### src/design/mqrr_pkg.sv
// ----------------------------------------------------------------------------
// mqrr_pkg
// Shared types and constants for the round-robin multi-queue distributor.
// ----------------------------------------------------------------------------
package mqrr_pkg;

  localparam int unsigned QUEUES    = 8;
  localparam int unsigned MAX_DEPTH = 16;
  localparam int unsigned QIDX_W    = 3;
  localparam int unsigned NQ_W      = 4;
  localparam int unsigned CAP_W     = 5;
  localparam int unsigned TAG_W     = 16;
  localparam int unsigned TOTAL_W   = 8;
  localparam int unsigned CFG_W     = 5;

  localparam int unsigned S_TDATA_W = 24;
  localparam int unsigned M_TDATA_W = 32;

  localparam logic CFG_ACTIVE_QUEUES  = 1'b0;
  localparam logic CFG_QUEUE_CAPACITY = 1'b1;

  typedef enum logic {
    ACT_ENQ = 1'b0,
    ACT_DEQ = 1'b1
  } action_e;

  typedef enum logic [1:0] {
    ST_OK    = 2'd0,
    ST_FULL  = 2'd1,
    ST_EMPTY = 2'd2,
    ST_BAD   = 2'd3
  } status_e;

  typedef enum logic [2:0] {
    S_IDLE,
    S_MOD,
    S_SCAN,
    S_DEQ,
    S_READ,
    S_SUM,
    S_FINISH
  } state_e;

  typedef struct packed {
    logic push;
    logic pop;
  } qtab_cmd_t;

endpackage

### src/design/mqrr_ram.sv
// ----------------------------------------------------------------------------
// mqrr_ram
// Generic single-port RAM with registered read data.
// ----------------------------------------------------------------------------
module mqrr_ram #(
  parameter int unsigned WIDTH = 16,
  parameter int unsigned DEPTH = 128,
  localparam int unsigned ADDR_W = (DEPTH > 1) ? $clog2(DEPTH) : 1
) (
  input  logic              clk_i,
  input  logic              we_i,
  input  logic [ADDR_W-1:0] addr_i,
  input  logic [WIDTH-1:0]  wdata_i,
  output logic [WIDTH-1:0]  rdata_o
);

  logic [WIDTH-1:0] mem_q [DEPTH];

  always_ff @(posedge clk_i) begin
    if (we_i) begin
      mem_q[addr_i] <= wdata_i;
    end
    rdata_o <= mem_q[addr_i];
  end

endmodule

### src/design/mqrr_qtab.sv
// ----------------------------------------------------------------------------
// mqrr_qtab
// Per-queue head, tail and fill count table with push and pop updates.
// ----------------------------------------------------------------------------
module mqrr_qtab
  import mqrr_pkg::*;
#(
  parameter int unsigned PTR_W = 4
) (
  input  logic              clk_i,
  input  logic              rst_ni,
  input  logic [QIDX_W-1:0] idx_i,
  input  qtab_cmd_t         cmd_i,
  input  logic [CAP_W-1:0]  cap_i,
  output logic [PTR_W-1:0]  head_o,
  output logic [PTR_W-1:0]  tail_o,
  output logic [CAP_W-1:0]  fill_o
);

  logic [PTR_W-1:0] head_q [QUEUES];
  logic [PTR_W-1:0] tail_q [QUEUES];
  logic [CAP_W-1:0] fill_q [QUEUES];

  logic [PTR_W-1:0] head_nxt;
  logic [PTR_W-1:0] tail_nxt;

  function automatic logic [PTR_W-1:0] step_ptr(logic [PTR_W-1:0] p, logic [CAP_W-1:0] cap);
    logic [PTR_W:0] n;
    n = {1'b0, p} + {{PTR_W{1'b0}}, 1'b1};
    if (32'(n) >= 32'(cap)) begin
      return '0;
    end
    return n[PTR_W-1:0];
  endfunction

  assign head_o   = head_q[idx_i];
  assign tail_o   = tail_q[idx_i];
  assign fill_o   = fill_q[idx_i];
  assign head_nxt = step_ptr(head_o, cap_i);
  assign tail_nxt = step_ptr(tail_o, cap_i);

  always_ff @(posedge clk_i or negedge rst_ni) begin
    if (!rst_ni) begin
      for (int i = 0; i < QUEUES; i++) begin
        head_q[i] <= '0;
        tail_q[i] <= '0;
        fill_q[i] <= '0;
      end
    end else if (cmd_i.push) begin
      tail_q[idx_i] <= tail_nxt;
      fill_q[idx_i] <= fill_o + CAP_W'(1);
    end else if (cmd_i.pop) begin
      head_q[idx_i] <= head_nxt;
      fill_q[idx_i] <= fill_o - CAP_W'(1);
    end
  end

endmodule

### src/design/multi_queue_round_robin_spill_top.sv
// ----------------------------------------------------------------------------
// multi_queue_round_robin_spill_top
// Round-robin distributor over eight circular tag queues with per-queue pop.
// ----------------------------------------------------------------------------
// One request is handled at a time by a small sequencer around a single
// compare/add unit that looks at one queue per cycle. An enqueue first
// subtracts the active queue count n from the cursor until the cursor is below
// it (no subtraction unless that count was lowered), then probes queues from
// the cursor until one has room or all n active queues are full, and then sums
// the stored total one queue at a time over all n active queues. A dequeue
// checks the selected queue, reads the tag when the queue is in range and not
// empty, and then sums the stored total the same way. The next request can be
// accepted while a finished result still waits on the master side. Tags live
// in a single-port RAM with registered read.
// ----------------------------------------------------------------------------
module multi_queue_round_robin_spill_top
  import mqrr_pkg::*;
(
  input  logic                 clk_i,
  input  logic                 rst_ni,
  input  logic                 cfg_we_i,
  input  logic                 cfg_idx_i,
  input  logic [CFG_W-1:0]     cfg_data_i,
  input  logic                 s_axis_tvalid,
  output logic                 s_axis_tready,
  input  logic [S_TDATA_W-1:0] s_axis_tdata,   // request_tag, queue_sel, zero pad
  input  logic                 s_axis_tuser,   // action
  output logic                 m_axis_tvalid,
  input  logic                 m_axis_tready,
  output logic [M_TDATA_W-1:0] m_axis_tdata,   // chosen_queue, tag_out, total_stored, zero pad
  output logic [1:0]           m_axis_tuser    // status
);

  localparam int unsigned PTR_W  = (MAX_DEPTH > 1) ? $clog2(MAX_DEPTH) : 1;
  localparam int unsigned ADDR_W = QIDX_W + PTR_W;
  localparam int unsigned DEPTH  = QUEUES << PTR_W;

  logic [NQ_W-1:0]  cfg_nq_q;
  logic [CAP_W-1:0] cfg_cap_q;
  logic [NQ_W-1:0]  nq;
  logic [CAP_W-1:0] cap;

  state_e             state_q, state_d;
  logic [QIDX_W-1:0]  q_q, q_d;
  logic [NQ_W-1:0]    cnt_q, cnt_d;
  logic [QIDX_W-1:0]  cur_q, cur_d;
  logic               act_q;
  logic [TAG_W-1:0]   tag_q;
  status_e            status_q, status_d;
  logic [QIDX_W-1:0]  chosen_q, chosen_d;
  logic [TAG_W-1:0]   tagout_q, tagout_d;
  logic [TOTAL_W-1:0] acc_q, acc_d;

  logic               m_valid_q;
  status_e            m_status_q;
  logic [QIDX_W-1:0]  m_chosen_q;
  logic [TAG_W-1:0]   m_tag_q;
  logic [TOTAL_W-1:0] m_total_q;
  logic               load;

  qtab_cmd_t          cmd;
  logic [PTR_W-1:0]   head_rd;
  logic [PTR_W-1:0]   tail_rd;
  logic [CAP_W-1:0]   fill_rd;

  logic               ram_we;
  logic [ADDR_W-1:0]  ram_addr;
  logic [TAG_W-1:0]   ram_rdata;

  logic               accept;
  logic [NQ_W-1:0]    q_inc;
  logic [NQ_W-1:0]    cnt_inc;

  // config registers
  always_ff @(posedge clk_i or negedge rst_ni) begin
    if (!rst_ni) begin
      cfg_nq_q  <= NQ_W'(QUEUES);
      cfg_cap_q <= CAP_W'(16);
    end else if (cfg_we_i) begin
      unique case (cfg_idx_i)
        CFG_ACTIVE_QUEUES:  cfg_nq_q  <= cfg_data_i[NQ_W-1:0];
        CFG_QUEUE_CAPACITY: cfg_cap_q <= cfg_data_i;
        default: ;
      endcase
    end
  end

  always_comb begin
    if (cfg_nq_q == '0) begin
      nq = NQ_W'(1);
    end else if (32'(cfg_nq_q) > QUEUES) begin
      nq = NQ_W'(QUEUES);
    end else begin
      nq = cfg_nq_q;
    end
    if (cfg_cap_q == '0) begin
      cap = CAP_W'(1);
    end else if (32'(cfg_cap_q) > MAX_DEPTH) begin
      cap = CAP_W'(MAX_DEPTH);
    end else begin
      cap = cfg_cap_q;
    end
  end

  mqrr_qtab #(
    .PTR_W (PTR_W)
  ) u_qtab (
    .clk_i  (clk_i),
    .rst_ni (rst_ni),
    .idx_i  (q_q),
    .cmd_i  (cmd),
    .cap_i  (cap),
    .head_o (head_rd),
    .tail_o (tail_rd),
    .fill_o (fill_rd)
  );

  mqrr_ram #(
    .WIDTH (TAG_W),
    .DEPTH (DEPTH)
  ) u_ram (
    .clk_i   (clk_i),
    .we_i    (ram_we),
    .addr_i  (ram_addr),
    .wdata_i (tag_q),
    .rdata_o (ram_rdata)
  );

  assign s_axis_tready = (state_q == S_IDLE);
  assign accept        = s_axis_tvalid && s_axis_tready;
  assign q_inc         = {1'b0, q_q} + NQ_W'(1);
  assign cnt_inc       = cnt_q + NQ_W'(1);
  assign ram_addr      = (act_q == ACT_ENQ) ? {q_q, tail_rd} : {q_q, head_rd};

  // sequencer
  always_comb begin
    state_d  = state_q;
    q_d      = q_q;
    cnt_d    = cnt_q;
    cur_d    = cur_q;
    status_d = status_q;
    chosen_d = chosen_q;
    tagout_d = tagout_q;
    acc_d    = acc_q;
    cmd      = '0;
    ram_we   = 1'b0;
    load     = 1'b0;

    unique case (state_q)
      S_IDLE: begin
        if (accept) begin
          status_d = ST_OK;
          tagout_d = '0;
          if (s_axis_tuser == ACT_ENQ) begin
            q_d     = cur_q;
            state_d = S_MOD;
          end else begin
            q_d      = s_axis_tdata[TAG_W +: QIDX_W];
            chosen_d = s_axis_tdata[TAG_W +: QIDX_W];
            state_d  = S_DEQ;
          end
        end
      end
      S_MOD: begin
        if ({1'b0, q_q} >= nq) begin
          q_d = QIDX_W'({1'b0, q_q} - nq);
        end else begin
          cur_d   = (q_inc == nq) ? '0 : q_inc[QIDX_W-1:0];
          cnt_d   = '0;
          state_d = S_SCAN;
        end
      end
      S_SCAN: begin
        if (fill_rd < cap) begin
          ram_we   = 1'b1;
          cmd.push = 1'b1;
          chosen_d = q_q;
          q_d      = '0;
          acc_d    = '0;
          state_d  = S_SUM;
        end else if (cnt_inc == nq) begin
          status_d = ST_FULL;
          chosen_d = '0;
          q_d      = '0;
          acc_d    = '0;
          state_d  = S_SUM;
        end else begin
          cnt_d = cnt_inc;
          q_d   = (q_inc == nq) ? '0 : q_inc[QIDX_W-1:0];
        end
      end
      S_DEQ: begin
        if ({1'b0, q_q} >= nq) begin
          status_d = ST_BAD;
          q_d      = '0;
          acc_d    = '0;
          state_d  = S_SUM;
        end else if (fill_rd == '0) begin
          status_d = ST_EMPTY;
          q_d      = '0;
          acc_d    = '0;
          state_d  = S_SUM;
        end else begin
          cmd.pop = 1'b1;
          state_d = S_READ;
        end
      end
      S_READ: begin
        tagout_d = ram_rdata;
        q_d      = '0;
        acc_d    = '0;
        state_d  = S_SUM;
      end
      S_SUM: begin
        acc_d = acc_q + TOTAL_W'(fill_rd);
        if (q_inc == nq) begin
          state_d = S_FINISH;
        end else begin
          q_d = q_inc[QIDX_W-1:0];
        end
      end
      S_FINISH: begin
        if (!m_valid_q || m_axis_tready) begin
          load    = 1'b1;
          state_d = S_IDLE;
        end
      end
      default: state_d = S_IDLE;
    endcase
  end

  always_ff @(posedge clk_i or negedge rst_ni) begin
    if (!rst_ni) begin
      state_q <= S_IDLE;
      q_q     <= '0;
      cnt_q   <= '0;
      cur_q   <= '0;
    end else begin
      state_q <= state_d;
      q_q     <= q_d;
      cnt_q   <= cnt_d;
      cur_q   <= cur_d;
    end
  end

  always_ff @(posedge clk_i) begin
    if (accept) begin
      act_q <= s_axis_tuser;
      tag_q <= s_axis_tdata[TAG_W-1:0];
    end
    status_q <= status_d;
    chosen_q <= chosen_d;
    tagout_q <= tagout_d;
    acc_q    <= acc_d;
  end

  // result register
  always_ff @(posedge clk_i or negedge rst_ni) begin
    if (!rst_ni) begin
      m_valid_q <= 1'b0;
    end else if (load) begin
      m_valid_q <= 1'b1;
    end else if (m_axis_tready) begin
      m_valid_q <= 1'b0;
    end
  end

  always_ff @(posedge clk_i) begin
    if (load) begin
      m_status_q <= status_q;
      m_chosen_q <= chosen_q;
      m_tag_q    <= tagout_q;
      m_total_q  <= acc_q;
    end
  end

  assign m_axis_tvalid = m_valid_q;
  assign m_axis_tuser  = m_status_q;
  assign m_axis_tdata  = {{(M_TDATA_W - QIDX_W - TAG_W - TOTAL_W){1'b0}},
                          m_total_q, m_tag_q, m_chosen_q};

endmodule
### config.mk
export PLATFORM = sky130hd
export DESIGN_NAME = multi_queue_round_robin_spill_top
export DESIGN_NICKNAME = d
export VERILOG_FILES = /design/src/design/mqrr_pkg.sv /design/src/design/mqrr_ram.sv /design/src/design/mqrr_qtab.sv /design/src/design/multi_queue_round_robin_spill_top.sv
export SDC_FILE = /design/constraint.sdc
export NUM_CORES = 2
export LEC_CHECK = 0
export ABC_CLOCK_PERIOD_IN_PS = 10000
export BUFFER_PORTS_ARGS = -buffer_cell sky130_fd_sc_hd__buf_2
export CAP_MARGIN = 20
export CORE_ASPECT_RATIO = 0.75
export CORE_UTILIZATION = 40
export DETAILED_ROUTE_END_ITERATION = 16
export PLACE_DENSITY_LB_ADDON = 0.3
export SETUP_SLACK_MARGIN = 0.2
export SLEW_MARGIN = 40
export SYNTH_ARGS = -nofsm -noshare
export SYNTH_HDL_FRONTEND = slang
export SYNTH_SLANG_ARGS = --single-unit
### constraint.sdc
create_clock -name clk_i -period 10 [get_ports clk_i]
set_input_delay 1 -clock clk_i [delete_from_list [all_inputs] [get_ports clk_i]]
set_output_delay 1 -clock clk_i [all_outputs]
set_load 0.01 [all_outputs]
==> impl_metrics.toml <==
[clocking]
cts_setup_buffers = 0
cts_max_level = 4
cts_tree = "yes"
clockBufferDepth = 4
path_clk_slew_ns = 0.07
cts_hold_buf = 0
cts_buffers = 212
clockRootBuffer = "clkbuf_16"
cts_sinks = 2266
cts_resized = 0
clock_latency_ns = 0.87

[layout]
fin_cells = 9955
area_growth_pct = 12.2
fin_area_um2 = 102000
nNetsFinal = 6870
postLayoutCoreUtil_pct = 45.2
layout_common_cells = "2123 x edfxtp_1, 1618 x nand2_1, 896 x nand3_1"
drive_above_1_share_pct = 10.7
layout_commonest_cell = "edfxtp_1"

[yosys]
synth-seq-area-share_pct = 73.8
yosys_warnings = 0
netlist_area_um2 = 91100
synthFlopType = "edfxtp_1"
synthCells = 6691
synth_edf_count = 2123
postSynth.asyncResetShare_pct = 5.60
synthDistinctLibCells = 75
syn_avg_cell_area_um2 = 13.6
yosys_register_bits = 2266

[detailed_routing]
highest_layer = "met5"
drtIter0Drc = 7800
via_per_inst = 5.64
final_antenna_net_count = 0
drt-met1-wl_mm = 110
vias = 56100
drt_wl_total_mm = 251
dr_wl_met2_mm = 108
wl_met3_mm = 26.9
drc = 0
wl_per_cell_um = 25.2
drt_pass1_iterations = 6

[timing]
tightest_slew_ns = 0.983
finalSetupTns_ns = 0
finalHoldViolCount = 0
fin_ws_ns = 3.52
fin_skew_ns = 0.0810
maxSlewViolCount = 0
timing.hold.ws_ns = 0.110
period_share_pct = 64.8
max_slew_margin_pct = 34.5
setup_viol = 0
min_period_ns = 6.48
rsz0062_at_grt = "false"
max_freq_mhz = 154

[floorplan]
io_pins = 72
core-area_um2 = 226000
rows = 151
die-area_um2 = 230000
initial_core_util_pct = 40.3
die_h_um = 415
die-width_um = 553

[pwr]
power_mw = 29.2
ir_drop_mv = 0.335
cellPowerDensity_nw_per_um2 = 286
power_leakage_nw = 35.0

[critical_path]
arrival_ns = 7.15
startpoint_type = "flip-flop"
crit_type = "reg2reg"
crit_path_end_kind = "flip-flop"
cp_slowest_cell = "dfrtp_2"
path_cells = "buf_4, mux4_2, mux2_2, mux2_8, buf_12, buf_16, buf_4, nand3_1, a32oi_1, and4_1, nand4_1, and4_1"
crit_fanout = 100
worstPathRequired_ns = 10.67
slowest_delay_ns = 0.85

[global_route]
antenna_found_initial = 29
grt-ovfl-total = 0
grt_pass1_vias = 52300
grt_max_degree = 165
grt_pass1_wl_mm = 362
grtUsageTotal_pct = 21.3

[placement]
postPlaceCellArea_um2 = 95600
dp.cells = 9568
place_hpwl_mm = 145
io_buffers = 61
post-place-ws_ns = 3.74
gp_congestion = 0.868

[hold_path]
hold_class = "in2async"

[outcome]
outcome = "finished clean"

[flow_run]
cap_violations = 0
==> worst max-delay path, delay by kind of cell, from the launching register on <==
family | cells | cell delay (ns)
AOI/OAI and AO/OA | 1 | 0.28
buffers and inverters | 4 | 2.10
DFF | 1 | 0.85
muxes | 3 | 1.28
and+or+nand+nor | 4 | 1.56
==> path summary, 6_finish.rpt <==
| kind | slack, ns | from | end | cells after the start |
|---|---|---|---|---|
| hold reg to reg | 0.42 | tagout_q[10] | m_tag_q[10] | 0 |
| max in group asynchronous | 8.85 | rst_ni | u_qtab.tail_q[12] | 2 |
| hold / removal | 0.11 | rst_ni | m_axis_tvalid | 1 |
| min in group clk_i | 0.30 | s_axis_tdata[15] | tag_q[15] | 1 |
| setup / recovery | 3.52 | q_q[0] | u_ram.rdata_o[8] | 12 |
| setup reg to reg | 3.52 | q_q[0] | u_ram.rdata_o[8] | 12 |
==> registers in the layout, indices dropped and copies added, names as in the netlist <==
| signal | count |
|---|---|
| u_ram.mem_q | 2048 |
| u_qtab.fill_q | 40 |
| u_qtab.head_q | 32 |
| u_qtab.tail_q | 32 |
| m_tag_q | 16 |
| tag_q | 16 |
| tagout_q | 16 |
| u_ram.rdata_o | 16 |
| acc_q | 8 |
| m_total_q | 8 |
| cfg_cap_q | 5 |
| cfg_nq_q | 4 |
| cnt_q | 4 |
| chosen_q | 3 |
| cur_q | 3 |
| m_chosen_q | 3 |
| q_q | 3 |
| state_q | 3 |
| m_axis_tuser | 2 |
| status_q | 2 |
| act_q | 1 |
| m_axis_tvalid | 1 |
==> where the power goes <==
group          leakage (nW)  switching [mW]  internal, mW
registers              20.9           0.295          10.9
clock network          3.19            3.48          4.30
logic                  10.9            7.24          3.02
total                  35.0            11.0          18.2
==> cell families (layout without fill, tap and decap cells) <==
family / Yosys count / after routing / synth area share, %
other cells: 1 / 9 / 0.00411
xor+xnor: 22 / 22 / 0.211
mux: 438 / 438 / 5.10
fa+ha+maj: 30 / 30 / 0.428
compound gates: 517 / 517 / 3.86
buf+inv: 427 / 700 / 2.10
flops: 2266 / 2266 / 73.8
simple gates: 2990 / 2990 / 14.5
==> metal layers <==
metal | GRT usage, % | vias to the layer above
li1 | - | 25000
met1 | 31.8 | 28200
met2 | 30.7 | 2602
met3 | 5.52 | 359
met4 | 5.51 | 20
met5 | 0 | -
==> synthesized netlist by cell type, types with 20 or more instances <==
master / instances / area (um2)
a32oi_1: 64 / 561
clkbuf_1: 160 / 601
a21oi_1: 169 / 846
dfrtp_1: 125 / 3130
a221o_1: 60 / 601
and3_1: 58 / 363
ha_1: 28 / 350
buf_4: 20 / 150
and4_1: 75 / 657
edfxtp_1: 2123 / 63800
mux2i_1: 340 / 3400
nand2_1: 1618 / 6070
buf_2: 164 / 821
buf_1: 61 / 229
o21ai_0: 99 / 495
mux2_2: 84 / 946
nand4_1: 39 / 244
nand3_1: 898 / 4490
nor2_1: 211 / 792
a22oi_1: 24 / 180
==> final cells by class <==
type,instances,area (um2)
fill,19800,124000
sequential,2266,67300
clock buffer,268,5630
timing repair buffer,304,2490
inverter,18,67.6
clock inverter,110,882
tap,2983,3730
antenna,4,10.0
multi-input combinational,4002,22200
No activity file was read; power rests on OpenSTA's default activity.
